[config.mk]
export PLATFORM = sky130hd
export DESIGN_NAME = lpmt_cell
export DESIGN_NICKNAME = d
export VERILOG_FILES = /design/src/hdl/lpmt_pkg.sv /design/src/hdl/lpmt_cell.sv
export SDC_FILE = /design/constraint.sdc
export NUM_CORES = 1
export LEC_CHECK = 0
export BUFFER_PORTS_ARGS = -buffer_cell sky130_fd_sc_hd__buf_2
export CAP_MARGIN = 15
export CORE_MARGIN = 1
export CORE_UTILIZATION = 51
export DETAILED_ROUTE_END_ITERATION = 6
export GPL_ROUTABILITY_DRIVEN = 0
export PLACE_DENSITY = 0.86
export SLEW_MARGIN = 0
export SYNTH_ARGS = -nofsm -noshare
export SYNTH_HDL_FRONTEND = slang
export SYNTH_SLANG_ARGS = --single-unit
[constraint.sdc]
create_clock -name clock -period 7.95 [get_ports clock]
set_input_delay 1.59 -clock clock [delete_from_list [all_inputs] [get_ports clock]]
set_output_delay 1.59 -clock clock [all_outputs]
set_load 0.1 [all_outputs]
[src/hdl/lpmt_pkg.sv]
// types and constants shared by the prefix table modules
`default_nettype none

package lpmt_pkg;

   localparam int ADDR_BITS   = 32;
   localparam int LEN_W       = 6;
   localparam int ROUTER_BITS = 16;
   localparam int STATUS_W    = 2;

   localparam logic [ADDR_BITS-1:0] ADDR_ONES = {ADDR_BITS{1'b1}};

   // opcodes
   localparam logic OP_INSERT = 1'b0;
   localparam logic OP_LOOKUP = 1'b1;

   // result status codes
   localparam logic [STATUS_W-1:0] ST_OK      = 2'd0;
   localparam logic [STATUS_W-1:0] ST_NOMATCH = 2'd1;
   localparam logic [STATUS_W-1:0] ST_FULL    = 2'd2;

   typedef struct packed {
      logic                   opcode;
      logic [ADDR_BITS-1:0]   address_bits;
      logic [LEN_W-1:0]       address_length;
      logic [ROUTER_BITS-1:0] router_number;
   } lpmt_req_type;

   typedef struct packed {
      logic [STATUS_W-1:0]    status;
      logic [ROUTER_BITS-1:0] selected_router;
      logic [LEN_W-1:0]       match_length;
   } lpmt_rsp_type;

   // transaction as it travels along the row of entry cells
   typedef struct packed {
      logic                   opcode;
      logic [ADDR_BITS-1:0]   bits;       // masked to the length
      logic [ADDR_BITS-1:0]   mask;       // leading-bit mask of the length
      logic [LEN_W-1:0]       len;        // saturated length
      logic [ROUTER_BITS-1:0] router;
      logic                   done;       // insert placed, or lookup matched
      logic [LEN_W-1:0]       res_len;
      logic [ROUTER_BITS-1:0] res_router;
   } lpmt_item_type;

endpackage

`default_nettype wire

[src/hdl/lpmt_cell.sv]
// one table entry with its stage of the transaction row
`default_nettype none

module lpmt_cell
   import lpmt_pkg::*;
(
   input  wire logic          clock,
   input  wire logic          reset,
   input  wire logic          advance,
   input  wire logic          in_valid,
   input  wire lpmt_item_type in_item,
   output logic               out_valid,
   output lpmt_item_type      out_item
);

   logic                   entry_valid_ff;
   logic                   entry_valid_in;
   logic [ADDR_BITS-1:0]   entry_prefix_ff;
   logic [ADDR_BITS-1:0]   entry_prefix_in;
   logic [ADDR_BITS-1:0]   entry_mask_ff;
   logic [ADDR_BITS-1:0]   entry_mask_in;
   logic [LEN_W-1:0]       entry_length_ff;
   logic [LEN_W-1:0]       entry_length_in;
   logic [ROUTER_BITS-1:0] entry_router_ff;
   logic [ROUTER_BITS-1:0] entry_router_in;
   logic                   out_valid_ff;
   lpmt_item_type          out_item_ff;
   lpmt_item_type          out_item_in;
   logic                   take;
   logic                   same_prefix;
   logic                   covers;

   assign take = advance && in_valid;

   assign same_prefix = entry_valid_ff && (entry_length_ff == in_item.len)
                        && (entry_prefix_ff == in_item.bits);
   assign covers = entry_valid_ff && (entry_length_ff <= in_item.len)
                   && ((in_item.bits & entry_mask_ff) == entry_prefix_ff);

   always_comb begin
      entry_valid_in  = entry_valid_ff;
      entry_prefix_in = entry_prefix_ff;
      entry_mask_in   = entry_mask_ff;
      entry_length_in = entry_length_ff;
      entry_router_in = entry_router_ff;
      out_item_in     = in_item;
      if (in_item.opcode == OP_INSERT) begin
         // entries fill from the head, so an empty cell ends the search
         if (!in_item.done && (same_prefix || !entry_valid_ff)) begin
            entry_valid_in   = 1'b1;
            entry_prefix_in  = in_item.bits;
            entry_mask_in    = in_item.mask;
            entry_length_in  = in_item.len;
            entry_router_in  = in_item.router;
            out_item_in.done = 1'b1;
         end
      end else begin
         if (covers && (!in_item.done || (entry_length_ff > in_item.res_len))) begin
            out_item_in.done       = 1'b1;
            out_item_in.res_len    = entry_length_ff;
            out_item_in.res_router = entry_router_ff;
         end
      end
   end

   always_ff @(posedge clock) begin
      if (reset) begin
         entry_valid_ff <= 1'b0;
         out_valid_ff   <= 1'b0;
      end else begin
         if (take) begin
            entry_valid_ff <= entry_valid_in;
         end
         if (advance) begin
            out_valid_ff <= in_valid;
         end
      end
   end

   always_ff @(posedge clock) begin
      if (take) begin
         entry_prefix_ff <= entry_prefix_in;
         entry_mask_ff   <= entry_mask_in;
         entry_length_ff <= entry_length_in;
         entry_router_ff <= entry_router_in;
      end
      if (advance) begin
         out_item_ff <= out_item_in;
      end
   end

   assign out_valid = out_valid_ff;
   assign out_item  = out_item_ff;

endmodule

`default_nettype wire

==> metrics, run 1 <==
combinational family with the most area after synthesis simple AND/OR/NAND/NOR gates; FF-to-FF setup slack 3.98 ns; sequential fraction of the synthesis area approximately 78%; peak fanout along the critical path 12; Worst-Skew Late Latency between 0.4 and 0.5 ns; Crit Reg-Reg Endpoint out_item[0]; Place WS 2.67 ns; CP Launch Type input port; fin nets a little under 800; Iteration-0 DRC Markers between 400 and 500; Tmin final about 4.8 ns; setup tns final 0 ns; Max H-tree Level 4; worst hold path endpoint out_valid; CTS clk-pin slew, worst paths about 0.07 ns; WHS Path Cells 2; Async SR Flop Fraction 0%; leakage between 3 and 4 nW; largest net degree at the start of global routing 74; Synth top area share between 70 and 80%; fin crit share 60.5%; Post-Synth XOR/XNOR Area 2.42%; Yosys Warn Count 0; WL/cell ~20 um; share of layout cells above drive strength 1 42.1%; Crit. End Element register; # hold bufs at CTS 0; CTS Buf Count 17; worst setup margin ~3.1 ns; drt pass-1 iters 5; Post-CTS Resized 0; synthesized cell area roughly 7600 um^2; DR DRC count 0; Post-DP Area 8960 um^2; Synth cell types 43; die area between 15000 and 20000 um^2; Post-synth EDFFs a little under 200; Layout fillers 1048; Worst Hold Slack around 0.48 ns; Power Dens Cells approximately 270 nW/um^2; Critical Path RT 8.13 ns; Final Max Slew Viols 0; core box area between 10000 and 15000 um^2; Synth Area in Adders 1.98%; Post-synth top cells edfxtp_1 (196), inv_1 (27), nor2b_1 (27); status complete, no violations; mux cell area share after synthesis under 10%; # IOs around 230; port buffer count about 220; Congestion Overflow GR 0; ys flop type edfxtp_1; CTS Buffer Depth 2; die width between 100 and 150 um; hold violation count in the final report 0; skew final approximately 0.0075 ns; Initial Utilization 52.3%; Max Cap Viol 0; worst hold path class register to register; vias in the first global route 4629; critical path class input port to register; Max Fclk 208 MHz; maximum VDD drop 0.148 mV; Post-Synthesis Cells about 420; via count ~4700; total wire length roughly 17000 um; largest cells by area after synthesis edfxtp_1 (77%), mux2_4 (4.0%), nor2b_1 (2.2%); Synth Area in Compound Gates under 10%; GRT Total Usage 22.3%; area grow syn2layout 25.7%; CP arrival roughly 5 ns; TritonCTS clock tree built; DP Wirelength about 12000 um; hold_sp out_valid; row cnt 44; clock sink total ~200; fin area ~9600 um^2; CTS root buf clkbuf_16; syn_nets 544; Simple-Gate Fraction of Synth Area ~7%; vias per inst approximately 5.5; number of diodes 0; antenna-violating nets left 0; first-pass GRT wire length approximately 25000 um; initial antenna violation count 1; Synth Register Bits between 150 and 200; RR Startpoint entry_length_ff[3]; Die Height 124 um; Least-Margin Pin Slew 1.11 ns; RSZ-0062 raised after global routing no; cell taking the most area after synthesis edfxtp_1; Rel. slew slack 26.0%; Post CTS Setup Buffer Count 0; Mapped Avg Cell Area roughly 18 um^2; most numerous cell in the Yosys netlist edfxtp_1; count of final setup violators 0; R2R depth 8
[metal layers]
metal / vias to the layer above / routed length [um] / GRT usage (%)
li1: 2114 / - / -
met1: 2288 / 6480 / 27.2
met2: 272 / 8860 / 37.6
met3: 45 / 1420 / 5.77
met4: 2 / 412 / 8.93
met5: - / 12 / 0
[registers in the layout, summed over array words and instances, names as in the netlist]
register / cells
out_item: 110
entry_mask_ff: 32
out_valid: 1
entry_router_ff: 16
entry_prefix_ff: 32
entry_length_ff: 6
entry_valid_ff: 1
[layout make-up]
| cell class | count | area, um^2 | area share [%] |
|---|---|---|---|
| sequential | 198 | 5930 | 62.0 |
| clock inverter | 14 | 164 | 1.72 |
| tap | 184 | 230 | 2.41 |
| multi-input combinational | 191 | 1560 | 16.3 |
| timing repair buffer | 227 | 1150 | 12.0 |
| clock buffer | 18 | 429 | 4.49 |
| inverter | 27 | 101 | 1.06 |
[layout by cell type (no fill, tap or decap), types with 3 or more instances in the layout]
cell       instances
buf_2            223
edfxtp_1         196
inv_1             27
nor2b_1           26
nand2_1           20
mux2_4            20
clkbuf_16         17
xnor2_1           12
ha_1              12
a2111oi_0         10
nand4_1            9
xor2_1             9
nand2b_1           8
nor2_1             7
a21boi_0           6
inv_6              6
nand3_1            5
nor4_1             4
a21oi_1            4
buf_4              4
o2111ai_1          3
a21o_1             3
nand3b_1           3
[worst max-delay path by stage]
stage / start / to / slack (ns) / cells past startpoint
2_1_floorplan: in_item[83] / entry_length_ff[0] / 1.06 / 6
3_3_place_gp: in_item[42] / out_item[0] / 2.79 / 10
3_5_place_dp: in_item[42] / out_item[0] / 2.67 / 10
4_1_cts: in_item[42] / out_item[0] / 3.12 / 10
5_1_grt: in_item[95] / out_item[0] / 2.91 / 8
6_report: in_item[42] / out_item[0] / 3.14 / 10
[power breakdown]
part	leakage, nW	internal [mW]	switching [mW]
Sequential	1.87	1.21	0.0169
Combinational	1.62	0.0723	0.403
Clock	0.289	0.472	0.392
[through the flow]
| step | power, mW | std cells | utilization [%] |
|---|---|---|---|
| 5_1_grt | 2.63 | 859 | 65.7 |
| 6_report | 2.56 | 859 | 65.7 |
| 3_3_place_gp | 1.71 | 827 | 61.7 |
| 2_1_floorplan | 1.61 | 418 | - |
| 4_1_cts | 2.57 | 859 | 65.7 |
| 3_5_place_dp | 1.72 | 827 | 61.7 |
[cells by family (layout without fill, tap and decap cells)]
logic type,count (synthesis),count (layout)
flip-flops,198,198
AND/OR/NAND/NOR,93,93
AO/OA/AOI/OAI,43,43
buffers and inverters,29,286
multiplexers,22,22
XOR/XNOR,21,21
adder cells (fa/ha/maj),12,12
[critical path, cell delays in order]
cell and delay, ns:
buf_2 0.11, inv_1 0.05, ha_1 0.31, a21o_1 0.17, a21o_1 0.17, a221o_1 0.37, a2111o_1 0.48, nor4b_4 0.99
buf_4 0.40, mux2_2 0.36
Power figures use the tool's default switching activity.
==> inputs of run 2 (changes only) <==
--- a/config.mk
+++ b/config.mk
@@ -5,13 +5,14 @@
 export SDC_FILE = /design/constraint.sdc
 export NUM_CORES = 1
 export LEC_CHECK = 0
+export ABC_AREA = 1
 export BUFFER_PORTS_ARGS = -buffer_cell sky130_fd_sc_hd__buf_2
 export CAP_MARGIN = 15
 export CORE_MARGIN = 1
-export CORE_UTILIZATION = 51
+export CORE_UTILIZATION = 47
 export DETAILED_ROUTE_END_ITERATION = 6
 export GPL_ROUTABILITY_DRIVEN = 0
-export PLACE_DENSITY = 0.86
+export PLACE_DENSITY = 0.83
 export SLEW_MARGIN = 0
 export SYNTH_ARGS = -nofsm -noshare
 export SYNTH_HDL_FRONTEND = slang
==> constraint.sdc (replaced) <==
create_clock -name clock -period 4.4 [get_ports clock]
set_input_delay 0.88 -clock clock [delete_from_list [all_inputs] [get_ports clock]]
set_output_delay 0.88 -clock clock [all_outputs]
set_load 0.1 [all_outputs]
==> metrics, run 2 <==
number of diodes 0 (unchanged); Psw 1.49 mW (was 0.811 mW); ys flop type edfxtp_1 (unchanged); Critical Path RT 4.59 ns (was 8.13 ns); max FFs per register 110 (unchanged); RSZ-0062 raised after global routing no (unchanged); CTS clk-pin slew, worst paths 0.07 ns (about the same); commonest non-fill, non-tap cells in the layout buf_2 (223), nand2_1 (203), edfxtp_1 (196), inv_1 (92), nor2_1 (42) (was buf_2 (223), edfxtp_1 (196), inv_1 (27), nor2b_1 (26)); Synth Register Bits 198 (unchanged); row cnt 47 (was 44); area grow syn2layout 24.2% (was 25.7%); Max Cap Viol 0 (unchanged); worst hold path class register to register (unchanged); Worst-Skew Late Latency 0.44 ns (was 0.43 ns); # hold bufs at CTS 0 (unchanged); clock sink total 198 (unchanged); P_int 3.04 mW (was 1.75 mW); most numerous cell in the Yosys netlist nand2_1 (was edfxtp_1); Crit. End Element register (unchanged); fin crit share 65.5%; CP Launch Type input port (unchanged); sw frac 32.9% (was 31.6%); Tmin final 2.88 ns; Post-Synthesis Cells 655 (was 418); Post CTS Setup Buffer Count 0 (unchanged); Post-synth EDFFs 196 (unchanged); Mapped Avg Cell Area 12.2 um^2 (was 18.2 um^2); syn_nets 781 (was 544); CTS Buffer Depth 2 (unchanged); skew final 0.00802 ns (was 0.00749 ns); synthesized cell area 8000 um^2 (was 7600 um^2); critical path class input port to register (unchanged); sequential fraction of the synthesis area 74.0% (was 78.0%); # IOs 225 (unchanged); via count 5565 (was 4721); Iteration-0 DRC Markers 473 (was 494); commonest non-fill, non-tap cell in the layout buf_2 (unchanged); Comb pwr share 19.4% (was 18.5%); CTS root buf clkbuf_16 (unchanged); hold violation count in the final report 0 (unchanged); Synth cell types 25 (was 43); largest net degree at the start of global routing 65 (was 74); GRT Total Usage 21.3% (was 22.3%); Place WS 1.10 ns (was 2.67 ns); port buffer count 224 (unchanged); FF-to-FF setup slack 1.66 ns (was 3.98 ns); Final Max Slew Viols 0 (unchanged); Async SR Flop Fraction 0% (unchanged); Layout fillers 1324 (was 1048); total wire length 18000 um (was 17200 um); CTS Buf Count 17 (unchanged); die area 17600 um^2 (was 15400 um^2); Yosys Warn Count 0 (unchanged); Rel. slew slack 44.7% (was 26.0%); Power Dens Cells 456 nW/um^2 (was 268 nW/um^2); die width 132 um (was 124 um); antenna-violating nets left 0 (unchanged); TritonCTS clock tree built (unchanged); status complete, no violations (unchanged); Post-CTS Resized 0 (unchanged); Max Fclk between 300 and 400 MHz; worst setup margin 1.52 ns (was 3.14 ns); Congestion Overflow GR 0 (unchanged); maximum VDD drop 0.257 mV (was 0.148 mV); core box area 16600 um^2 (was 14500 um^2); Max H-tree Level 4 (unchanged); Post-synth top cells nand2_1 (203), edfxtp_1 (196), inv_1 (92) (was edfxtp_1 (196), inv_1 (27), nor2b_1 (27)); Clock Power Share 31.8% (was 33.7%); vias in the first global route 5334 (was 4629); Least-Margin Pin Slew 0.830 ns (was 1.11 ns); DR DRC count 0 (unchanged); setup tns final 0 ns (unchanged); cell taking the most area after synthesis edfxtp_1 (unchanged); drt pass-1 iters 5 (unchanged); Flop pwr share 48.8% (was 47.8%); share of layout cells above drive strength 1 29.2% (was 42.1%); leakage 4.41 nW (was 3.78 nW); WL/cell 16.0 um (was 20.0 um); largest cells by area after synthesis edfxtp_1 (74%), nand2_1 (9.5%), inv_1 (4.3%) (was edfxtp_1 (77%), mux2_4 (4.0%), nor2b_1 (2.2%)); initial antenna violation count 1 (unchanged); DP Wirelength 13200 um (was 12400 um); first-pass GRT wire length 27600 um (was 24500 um); CP arrival 3.07 ns (was 5.00 ns); Initial Utilization 48.3% (was 52.3%); count of final setup violators 0 (unchanged); Synth top area share 73.5% (was 77.4%); fin nets 1020 (was 788); peak fanout along the critical path 24 (was 12); Die Height 132 um (was 124 um); vias per inst 4.94 (was 5.50)
## run 2: metal layers
metal	GRT usage (%)	vias to the layer above	part of all wire (%)
met5	0	-	0.072
met4	10.3	2	3.2
met3	4.83	43	6.4
met2	34.9	225	49
met1	26.8	2592	41
li1	-	2703	-
## run 2: layout make-up
cell class	instances	area [um^2]	area share, %
clock buffers	17	425	4.28
repair buffers	228	1170	11.7
flip-flops and latches	198	5930	59.6
multi-input cells	357	1680	16.9
inverters	92	345	3.47
well taps	220	275	2.77
clock inverters	15	120	1.21
## run 2: final timing paths
| path | from | endpoint | depth (start not counted) |
|---|---|---|---|
| max reg2reg | entry_length_ff[5] | out_item[20] | 10 |
| min | out_valid | out_valid | 2 |
| max | in_item[44] | out_item[20] | 12 |
| min reg2reg | out_valid | out_valid | 2 |
## run 2: cell families after synthesis
| group | after synthesis | synth area share [%] |
|---|---|---|
| buffers and inverters | 100 | 5.10 |
| XOR/XNOR | 6 | 0.657 |
| adder cells (fa/ha/maj) | 12 | 1.88 |
| AO/OA/AOI/OAI | 27 | 1.83 |
| AND/OR/NAND/NOR | 312 | 16.5 |
| flip-flops | 198 | 74.0 |
## run 2: critical path, stage by stage
cell	delay (ns)
buf_2	0.11
inv_1	0.05
ha_1	0.29
nand2_1	0.09
nor2_1	0.17
nand3_1	0.12
nand2_1	0.10
nand2_1	0.08
nor2_4	0.52
nand3_4	0.40
nand2_1	0.17
nand2_1	0.07
## run 2: power groups by stage
stage          logic [mW]  clock network (mW)  registers [mW]
6_report            0.878                1.44            2.21
5_1_grt             0.909                1.52            2.22
4_1_cts             0.880                1.46            2.21
3_5_place_dp        0.878                   0            2.25
3_3_place_gp        0.869                   0            2.25
2_1_floorplan      0.0774                   0            2.85
## run 2: stage by stage
| step | utilization [%] | area [um^2] | total power, mW | hold WS (ns) | std cells |
|---|---|---|---|---|---|
| final | 59.9 | 9940 | 4.53 | 0.473 | 1127 |
| after floorplan | - | 8010 | 2.93 | 0.485 | 655 |
| after CTS | 59.9 | 9940 | 4.55 | 0.473 | 1127 |
| after global placement | 56.6 | 9390 | 3.12 | 0.445 | 1095 |
| after global routing | 59.9 | 9940 | 4.65 | 0.492 | 1127 |
| after detailed placement | 56.6 | 9390 | 3.13 | 0.463 | 1095 |
==> inputs of run 3 (changes only) <==
==> constraint.sdc (replaced) <==
create_clock -name clock -period 2.3 [get_ports clock]
set_input_delay 0.46 -clock clock [delete_from_list [all_inputs] [get_ports clock]]
set_output_delay 0.46 -clock clock [all_outputs]
set_load 0.1 [all_outputs]
==> metrics, run 3 (synthesized netlist as in run 2, its figures left out) <==
port buffer count 224 (unchanged); Max Cap Viol 0 (unchanged); first-pass GRT wire length 28600 um (was 27600 um); # hold bufs at CTS 0 (unchanged); count of final setup violators 0 (unchanged); peak fanout along the critical path 32 (was 24); hold violation count in the final report 0 (unchanged); DR DRC count 0 (unchanged); commonest non-fill, non-tap cells in the layout buf_2 (223), nand2_1 (201), edfxtp_1 (196), inv_1 (88), nor2_1 (41) (was buf_2 (223), nand2_1 (203), edfxtp_1 (196), inv_1 (92), nor2_1 (42)); FF-to-FF setup slack 0.11 ns (was 1.66 ns); core box area 16600 um^2 (unchanged); Worst-Skew Late Latency 0.43 ns (was 0.44 ns); total wire length 18800 um (was 18000 um); RR Startpoint entry_length_ff[5] (unchanged); antenna-violating nets left 0 (unchanged); fin nets 1032 (was 1020); CP Launch Type register (was input port); Max H-tree Level 4 (unchanged); max FFs per register 110 (unchanged); worst path bufs/invs 1 (was 2); DP Wirelength 13300 um (was 13200 um); Final Max Slew Viols 0 (unchanged); share of layout cells above drive strength 1 30.6% (was 29.2%); RSZ-0062 raised after global routing no (unchanged); WL/cell 16.5 um (was 16.0 um); # IOs 225 (unchanged); Congestion Overflow GR 0 (unchanged); Crit Reg-Reg Endpoint entry_prefix_ff[27] (was out_item[20]); Crit. End Element register (unchanged); CP startpoint entry_length_ff[5] (was in_item[44]); vias in the first global route 5659 (was 5334); most used cell along the critical path nand3_1 (was nand2_1); Crit path max-delay family simple AND/OR/NAND/NOR gates (unchanged); Post CTS Setup Buffer Count 0 (unchanged); Tmin final ~2.2 ns; CTS clk-pin slew, worst paths 0.07 ns (about the same); Post-CTS Resized 0 (unchanged); die area 17600 um^2 (unchanged); Core Util, Final 61.3% (was 59.9%); CTS Buf Count 17 (unchanged); leakage 4.49 nW (was 4.41 nW); Iteration-0 DRC Markers 589 (was 473); GRT Total Usage 21.8% (was 21.3%); Die Height 132 um (unchanged); Power Dens Cells 872 nW/um^2 (was 456 nW/um^2); slowest CP cell edfxtp_1 (was nor2_4); CTS Buffer Depth 2 (unchanged); crit path to entry_prefix_ff[27] (was out_item[20]); TritonCTS clock tree built (unchanged); commonest non-fill, non-tap cell in the layout buf_2 (unchanged); clock sink total 198 (unchanged); maximum VDD drop 0.442 mV (was 0.257 mV); initial antenna violation count 2 (was 1); Max stage delay on crit path 0.46 ns (was 0.52 ns); fin crit share 95.2%; CP Depth 8 (was 12); largest net degree at the start of global routing 113 (was 65); die width 132 um (unchanged); Least-Margin Pin Slew 0.654 ns (was 0.830 ns); R2R depth 8 (was 10); Layout fillers 1269 (was 1324); Max Fclk around 460 MHz; total power 8.86 mW (was 4.53 mW); critical path class register to register (was input port to register); vias per inst 5.01 (was 4.94); worst hold path class input port to register (was register to register); placed insts 1107 (was 1095); via count 5706 (was 5565); CP arrival 2.31 ns (was 3.07 ns); Finished Layout Cells 1138 (was 1127); CTS root buf clkbuf_16 (unchanged); status complete, no violations (unchanged); area grow syn2layout 27.0% (was 24.2%); skew final 0.00771 ns (was 0.00802 ns); CP cell instances ha_4 -> nand2_2 -> nor2_2 -> nand3_1 -> nor2_1 -> nand3_1 -> a21oi_4 -> buf_12 (was buf_2 -> inv_1 -> ha_1 -> nand2_1 -> nor2_1 -> nand3_1 -> nand2_1 -> nand2_1 -> nor2_4 -> nand3_4 -> nand2_1 -> nand2_1); Critical Path RT 2.43 ns (was 4.59 ns); Initial Utilization 48.3% (unchanged); drt pass-1 iters 5 (unchanged); Rel. slew slack 56.4% (was 44.7%); row cnt 47 (unchanged)
==> run 3: cell count changes in the layout (fill, tap and decap cells not counted), sizes merged <==
cell / before / now
bufinv: 0 / 3
diode: 0 / 1
clkbuf: 17 / 19
inv: 97 / 92
clkinv: 5 / 6
clkinvlp: 5 / 2
buf: 228 / 240
==> run 3: worst min path at each step <==
| stage | startpoint | endpoint | slack, ns | depth (start not counted) |
|---|---|---|---|---|
| floorplan | entry_valid_ff | entry_valid_ff | 0.48 | 2 |
| global placement | out_valid | out_valid | 0.45 | 2 |
| detailed placement | out_valid | out_valid | 0.45 | 2 |
| CTS | in_item[23] | entry_router_ff[0] | 0.20 | 1 |
| global route | in_item[23] | out_item[23] | 0.21 | 1 |
| finish | in_item[23] | out_item[23] | 0.22 | 1 |
==> run 3: where the power goes <==
group	total, mW	internal (mW)	leakage (nW)	switching [mW]
Sequential	4.23	4.18	1.87	0.0518
Combinational	1.71	0.258	2.35	1.45
Clock	2.92	1.68	0.271	1.24
==> run 3: worst register-to-register path: cells and delay by family, from the launching register on <==
kind | cells | cell delay, ns
buffers and inverters | 1 | 0.25
AND/OR/NAND/NOR | 5 | 0.55
adder cells (fa/ha/maj) | 1 | 0.31
flip-flops | 1 | 0.46
AO/OA/AOI/OAI | 1 | 0.30
==> run 3: routing by layer <==
metal	vias to the layer above	wire length [um]	track usage (%)	share of wire [%]
met5	-	0	0	0
met4	0	608	11.3	3.2
met3	50	1270	4.71	6.7
met2	260	9370	35.9	50
met1	2671	7510	27.1	40
li1	2725	-	-	-
==> run 3: stage by stage <==
stage | cell area [um^2] | hold WS, ns | TNS (ns) | setup WS, ns
2_1_floorplan | 8080 | 0.482 | -66.41 | -0.772
3_3_place_gp | 9590 | 0.449 | 0 | 0.0297
3_5_place_dp | 9590 | 0.453 | -0.946 | -0.0177
4_1_cts | 10200 | 0.200 | 0 | 0.114
5_1_grt | 10200 | 0.208 | 0 | 0.0116
6_report | 10200 | 0.216 | 0 | 0.111
==> run 3: layout make-up <==
| cell class | instances | area (um^2) | share of cell area, % |
|---|---|---|---|
| multi-input cells | 357 | 1740 | 17.1 |
| flip-flops and latches | 198 | 5930 | 58.3 |
| inverters | 92 | 358 | 3.52 |
| diodes | 1 | 2.50 | 0.0246 |
| clock buffers | 19 | 433 | 4.26 |
| repair buffers | 240 | 1290 | 12.7 |
| well taps | 220 | 275 | 2.71 |
| clock inverters | 11 | 135 | 1.33 |
